## src/ffa_pkg.sv

```systemverilog
`default_nettype none
package ffa_pkg;

    localparam int unsigned ADDR_W  = 21;
    localparam int unsigned OFF_W   = 20;
    localparam int unsigned REQ_W   = 21;
    localparam int unsigned PAGES_W = 9;
    localparam int unsigned PAGE_LIMIT = 256;

    typedef enum logic [1:0] {
        ST_OK     = 2'd0,
        ST_UNINIT = 2'd1,
        ST_NOMEM  = 2'd2,
        ST_BADPTR = 2'd3
    } status_t;

    typedef enum logic [2:0] {
        OP_NONE,
        OP_INIT,
        OP_SPLIT,
        OP_MERGE,
        OP_SETFREE
    } op_t;

    typedef struct packed {
        logic              valid;
        logic              free;
        logic [ADDR_W-1:0] start;
        logic [ADDR_W-1:0] bytes;
    } chunk_t;

    // broadcast to every cell; the target index travels beside it
    typedef struct packed {
        op_t               op;
        logic              split;
        logic              func;
        logic [REQ_W-1:0]  req;
        logic [OFF_W-1:0]  off;
        logic              init_valid;
        logic [ADDR_W-1:0] init_bytes;
    } cmd_t;

endpackage
`default_nettype wire

```

## src/ffa_cell.sv

```systemverilog
`default_nettype none
module ffa_cell #(
    parameter int unsigned IDX          = 0,
    parameter int unsigned IDX_W        = 6,
    parameter int unsigned HEADER_BYTES = 32
) (
    input  wire logic             aclk,
    input  wire logic             aresetn,
    input  wire ffa_pkg::cmd_t    cmd,
    input  wire logic [IDX_W-1:0] idx,
    input  wire ffa_pkg::chunk_t  prev_chunk,
    input  wire ffa_pkg::chunk_t  next_chunk,
    output ffa_pkg::chunk_t       chunk,
    output logic                  hit,
    output logic                  roomy
);

    localparam int unsigned AW = ffa_pkg::ADDR_W;
    localparam logic [IDX_W-1:0] ME = IDX_W'(IDX);
    localparam logic [IDX_W-1:0] PREV = IDX_W'((IDX > 0) ? IDX - 1 : 0);
    localparam logic HAS_PREV = (IDX > 0);
    localparam logic [AW:0] HDR = (AW+1)'(HEADER_BYTES);

    ffa_pkg::chunk_t chunk_reg, chunk_next;
    logic hit_reg, hit_next, roomy_reg, roomy_next;
    logic [AW:0] user_off, need;

    always_comb begin
        user_off   = {1'b0, chunk_reg.start} + HDR;
        need       = {1'b0, cmd.req} + HDR;
        hit_next   = chunk_reg.valid && (cmd.func
                     ? (user_off == {2'b0, cmd.off})
                     : (chunk_reg.free && chunk_reg.bytes >= cmd.req));
        roomy_next = ({1'b0, chunk_reg.bytes} >= need);
    end

    always_comb begin
        chunk_next = chunk_reg;
        unique case (cmd.op)
            ffa_pkg::OP_INIT: begin
                chunk_next = '0;
                if (IDX == 0) begin
                    chunk_next.valid = cmd.init_valid;
                    chunk_next.free  = cmd.init_valid;
                    chunk_next.bytes = cmd.init_valid ? cmd.init_bytes : '0;
                end
            end
            ffa_pkg::OP_SPLIT: begin
                if (ME == idx) begin
                    chunk_next.free = 1'b0;
                    if (cmd.split) chunk_next.bytes = cmd.req;
                end else if (cmd.split && HAS_PREV && PREV == idx) begin
                    chunk_next.valid = 1'b1;
                    chunk_next.free  = 1'b1;
                    chunk_next.start = AW'({1'b0, prev_chunk.start} + need);
                    chunk_next.bytes = AW'({1'b0, prev_chunk.bytes} - need);
                end else if (cmd.split && HAS_PREV && PREV > idx) begin
                    chunk_next = prev_chunk;
                end
            end
            ffa_pkg::OP_MERGE: begin
                if (ME == idx) begin
                    chunk_next.free  = 1'b1;
                    chunk_next.bytes = AW'({1'b0, chunk_reg.bytes}
                                           + {1'b0, next_chunk.bytes} + HDR);
                end else if (ME > idx) begin
                    chunk_next = next_chunk;
                end
            end
            ffa_pkg::OP_SETFREE: begin
                if (ME == idx) chunk_next.free = 1'b1;
            end
            default: ;
        endcase
    end

    always_ff @(posedge aclk) begin
        if (!aresetn) begin
            chunk_reg <= '0;
        end else begin
            chunk_reg <= chunk_next;
        end
        hit_reg   <= hit_next;
        roomy_reg <= roomy_next;
    end

    assign chunk = chunk_reg;
    assign hit   = hit_reg;
    assign roomy = roomy_reg;

endmodule
`default_nettype wire

```

## config.mk

```make
export PLATFORM = sky130hd
export DESIGN_NAME = ffa_cell
export DESIGN_NICKNAME = d
export VERILOG_FILES = /design/src/ffa_pkg.sv /design/src/ffa_cell.sv
export SDC_FILE = /design/constraint.sdc
export NUM_CORES = 1
export LEC_CHECK = 0
export ABC_AREA = 1
export BUFFER_PORTS_ARGS = -buffer_cell sky130_fd_sc_hd__buf_4
export CORE_UTILIZATION = 26
export CTS_BUF_LIST = sky130_fd_sc_hd__clkbuf_4 sky130_fd_sc_hd__clkbuf_8
export CTS_CLUSTER_DIAMETER = 200
export DETAILED_ROUTE_END_ITERATION = 6
export MAX_ROUTING_LAYER = met4
export SYNTH_ARGS = -nofsm -noshare
export SYNTH_HDL_FRONTEND = slang
export SYNTH_SLANG_ARGS = --single-unit
export TNS_END_PERCENT = 20
```

## constraint.sdc

```tcl
create_clock -name aclk -period 2.9 [get_ports aclk]
set_clock_uncertainty 0.2 [all_clocks]
set_input_delay 0.435 -clock aclk [delete_from_list [all_inputs] [get_ports aclk]]
set_output_delay 0.435 -clock aclk [all_outputs]
set_load 0.005 [all_outputs]
```

### Word-level counts from Yosys, hierarchy flattened

Index checks and enable logic that the tools add are counted.

* equality and inequality tests: 11
* multiplexer cells: 15
* reductions and logical operators: 9
* add/subtract/negate cells: 4
* $lt $le $gt $ge: 3

Operator list (number)
* $mux 21: 5
* $pmux 21 s3: 1
* $add 21x6->22 const B: 2
* $mux 44: 1
* $pmux 21 s2: 1
* $eq 22x20->1: 1
* $ge 21x22->1: 1
* $add 21x21->21: 1
* $add 21x6->21 const B: 1
* $ge 21x21->1: 1
* $ne 2x2->1 const B: 5
* $reduce_and 4->1: 2
* $eq 3x2->1 const B: 2
* $gt 1x6->1 const A: 1
* $logic_not 6->1: 1
* $mux 1: 5
* $pmux 1 s4: 1
* $reduce_bool 4->1: 1
* $eq 3x1->1 const B: 1
* $eq 3x3->1 const B: 1
* $ne 3x3->1 const B: 1
* $reduce_and 3->1: 1
* $reduce_bool 3->1: 1
* $logic_and 1x1->1: 2
* 2 further kinds: 2

* register bits after elaboration: 46
* output and inout port bits: 46
* bits of input ports: 164
* word-level logic and storage cells: 48

### Depth between registers and ports, before layout

* word-level depth: 4
* gate-level depth with buffers: 18
* depth with buffers taken out: 18

### Worst setup path after synthesis

Ideal clock, no wire load.

* path kind: input port to flip-flop
* start: input port next_chunk[1] (netlist name)
* end: register chunk_reg, in the netlist chunk[13]
* data required time: 2.644 ns
* stages: 16
* arrival: 2.301 ns
* buffers on the path: 0
* setup slack: 0.343 ns
* setup time: 0.056 ns
* cell sequence: ha_1 ha_1 inv_1 fa_1 inv_1 nand3_1 nand3_1 nand2_1 nand2_1 a21oi_1 or2_2 nand3_1 nand2_1 nand3_1 nand2_1 inv_1

* word-level cells in the longest chain between the ends: 4

RTL lines
* start: declaration: line ffa_cell.sv:12 `input wire ffa_pkg::chunk_t next_chunk,`
* $add 21x21->21: line ffa_cell.sv:65 `+ {1'b0, next_chunk.bytes} + HDR);`
* $add 21x6->21: line ffa_cell.sv:65
* $mux 21: line ffa_cell.sv:62 `if (ME == idx) begin`
* $pmux 21 s3: line ffa_cell.sv:39 `unique case (cmd.op)`
* end signal: assignment: line ffa_cell.sv:81 `chunk_reg <= chunk_next;`
* end: declaration: line ffa_cell.sv:24 `ffa_pkg::chunk_t chunk_reg, chunk_next;`

Every way passes these cells.
A chain may end at the register's enable or synchronous reset.

### Final worst setup path

* start: register chunk_reg, in the netlist chunk[1]
* end: register chunk_reg, in the netlist chunk[13]

* word-level cells in the longest chain between the ends: 4

RTL lines (line)
* $add 21x21->21: ffa_cell.sv:65
* $add 21x6->21: ffa_cell.sv:65
* $mux 21: ffa_cell.sv:62
* $pmux 21 s3: ffa_cell.sv:39

Every way passes these cells.

==> out/metrics.yaml <==
status: "complete, no violations"
p_per_area_nw_per_um2: 277
drv_slew: 0
synth_ff_type: "dfxtp_1"
first_pass_iters: 5
drc: 0
tritoncts: "done"
grt_pass1_wl_um: 29400
leakage_nw: 3.73
synth_top_area_frac: 0.179
clk_pin_slew_ns: 0.11
fmax_ghz: 0.377
crit_arrival_ns: 2.74
netlist_area_um2: 5440
hold_violations: 0
vias_per_cell: 4.62
start_util: 0.267
period_needed_ns: 2.65
grt-ovfl-total: 0
cts_max_level: 2
yosysSeqAreaShare: 0.169
r2r-end: "chunk[13]"
cts_sinks: 46
grt_pass1_vias: 5815
min_path_type: "in2reg"
dpl.hpwl_um: 15300
layout-drive-gt1-share: 0.192
finalSetupViolCount: 0
rows: 52
portBuffers: 143
avgSynthCellArea_um2: 6.30
ant_nets: 0
syn_inst: 863
ctsResizeCount: 0
die_width_um: 147
clockBufferDepth: 2
worstHoldPathCells: 3
worstSetupStartpointType: "register"
die_h_um: 147
crit_type: "reg2reg"
insertion_delay_ns: 0.33
relSlewSlack: 0.546
worst_path_largest_cell_delay_ns: 0.40
ys_warn_count: 0
cts_inserted_buffers: 5
core_area_um2: 20400
syn_to_final_growth_pct: 30.4
reg2regPathDepth: 16
die_area_um2: 21500
fin_setup_tns_ns: 0
required_ns: 2.99
cts.hold.buffers_added: 0
cts-root-buf: "clkbuf_8"
worst_pin_slew_ns: 0.677
async_reset_ff_frac: 0
crit_chain: "ha_1, ha_1, inv_1, fa_1, inv_2, nand3_1, nand3_1, nand2_1, nand2_1, a21oi_1, or2_2, nand3_1, nand2_1, nand3_1, nand2_1, inv_1"
synth_nets: 1106
slowest_stage: "fa_1"
synth_area_leaders: "ha_1, dfxtp_1, nand2_1, inv_1, nor2_1"
place_congestion: 0.934
layout_commonest_cell: "nand2_1"
p_total_mw: 1.96
grt_use_total: 0.177
yosys.cell_types.count: 40
layout_common_cells: "nand2_1, buf_4, inv_1"
drv_cap: 0
num_vias: 5970
cts_setup_buffers: 0
largest_register_ffs: 44
cp_max_fo: 4
yosysTopAreaCell: "ha_1"
drtIter0Drc: 393
grt_max_degree: 33
detail_route.wl_per_cell_um: 14.2
rsz0062_at_grt: "no"
r2r_setup_slack_ns: 0.25
n_antenna_cell: 0
finalCritPeriodShare: 0.915
fin_util: 0.348
r2r-start: "chunk[1]"
holdCritStartpoint: "cmd[42]"
ys_seq_elements: 46
io_pins: 210
totalWireLength_um: 18300
antenna_found_initial: 0
worstHoldEndpoint: "chunk[0]"
whs_ns: 0.183
ir_drop_mv: 0.169
synth_edf_count: 0
crit_path_end_kind: "register"
nNetsFinal: 1265
[final cells by class]
| cell class | count | area, um^2 |
|---|---|---|
| Multi-Input combinational cell | 675 | 3980 |
| Clock inverter | 3 | 43.8 |
| Clock buffer | 5 | 68.8 |
| Sequential cell | 46 | 922 |
| Tap cell | 270 | 338 |
| Inverter | 126 | 473 |
| Fill cell | 2268 | 13300 |
| Timing Repair Buffer | 168 | 1270 |
[metrics by stage]
stage	cells	instance area, um^2	setup WS (ns)
after floorplan	863	5440	0.343
after global placement	1285	6980	0.0499
after detailed placement	1285	6980	0.0137
after CTS	1293	7090	0.244
after global routing	1293	7090	0.00655
final	1293	7090	0.246
[routing by layer]
metal	global-route usage	up-vias	wire, um
met1	0.237	2648	8900
met3	0.0272	16	1070
met2	0.279	154	8110
met5	-	-	0
met4	0.0349	0	212
li1	-	3152	-
[how the worst max path moves through the flow]
stage	start	end	slack, ns	cells after the start
CTS	chunk[0]	chunk[13]	0.24	16
floorplan	next_chunk[1]	chunk[13]	0.34	16
global placement	next_chunk[1]	chunk[13]	0.05	17
detailed placement	cmd[47]	roomy	0.01	16
finish	chunk[1]	chunk[13]	0.25	16
global route	chunk[1]	chunk[17]	0.007	17
[logic make-up (layout without fill, tap and decap cells)]
logic type / after synthesis / count (layout) / share of synthesized area
compound gates: 140 / 140 / 0.147
xor+xnor: 42 / 42 / 0.0727
fa+ha+maj: 79 / 79 / 0.183
buf+inv: 142 / 302 / 0.0998
flops: 46 / 46 / 0.169
simple gates: 414 / 414 / 0.329
[worst max-delay path: cells and delay by family (launching register included)]
| kind | cells | cell delay (ns) |
|---|---|---|
| flops | 1 | 0.33 |
| buf+inv | 3 | 0.22 |
| simple gates | 9 | 0.94 |
| fa+ha+maj | 3 | 0.83 |
| compound gates | 1 | 0.09 |
[synthesized netlist by cell type, types with 9 or more instances]
master,instances
xor2_1,26
nor3_1,22
ha_1,78
nand2_1,194
clkbuf_1,10
nand3_1,54
a21oi_1,73
inv_1,120
o21a_1,9
dfxtp_1,46
o21ai_0,33
xnor2_1,14
nand4_1,19
nor2_1,103
[where the power goes]
part / internal [mW] / switching [mW] / leakage (nW)
Clock: 0.259 / 0.266 / 0.0585
Combinational: 0.333 / 0.429 / 3.30
Sequential: 0.653 / 0.0219 / 0.374
No activity file was read; power rests on OpenSTA's default activity.
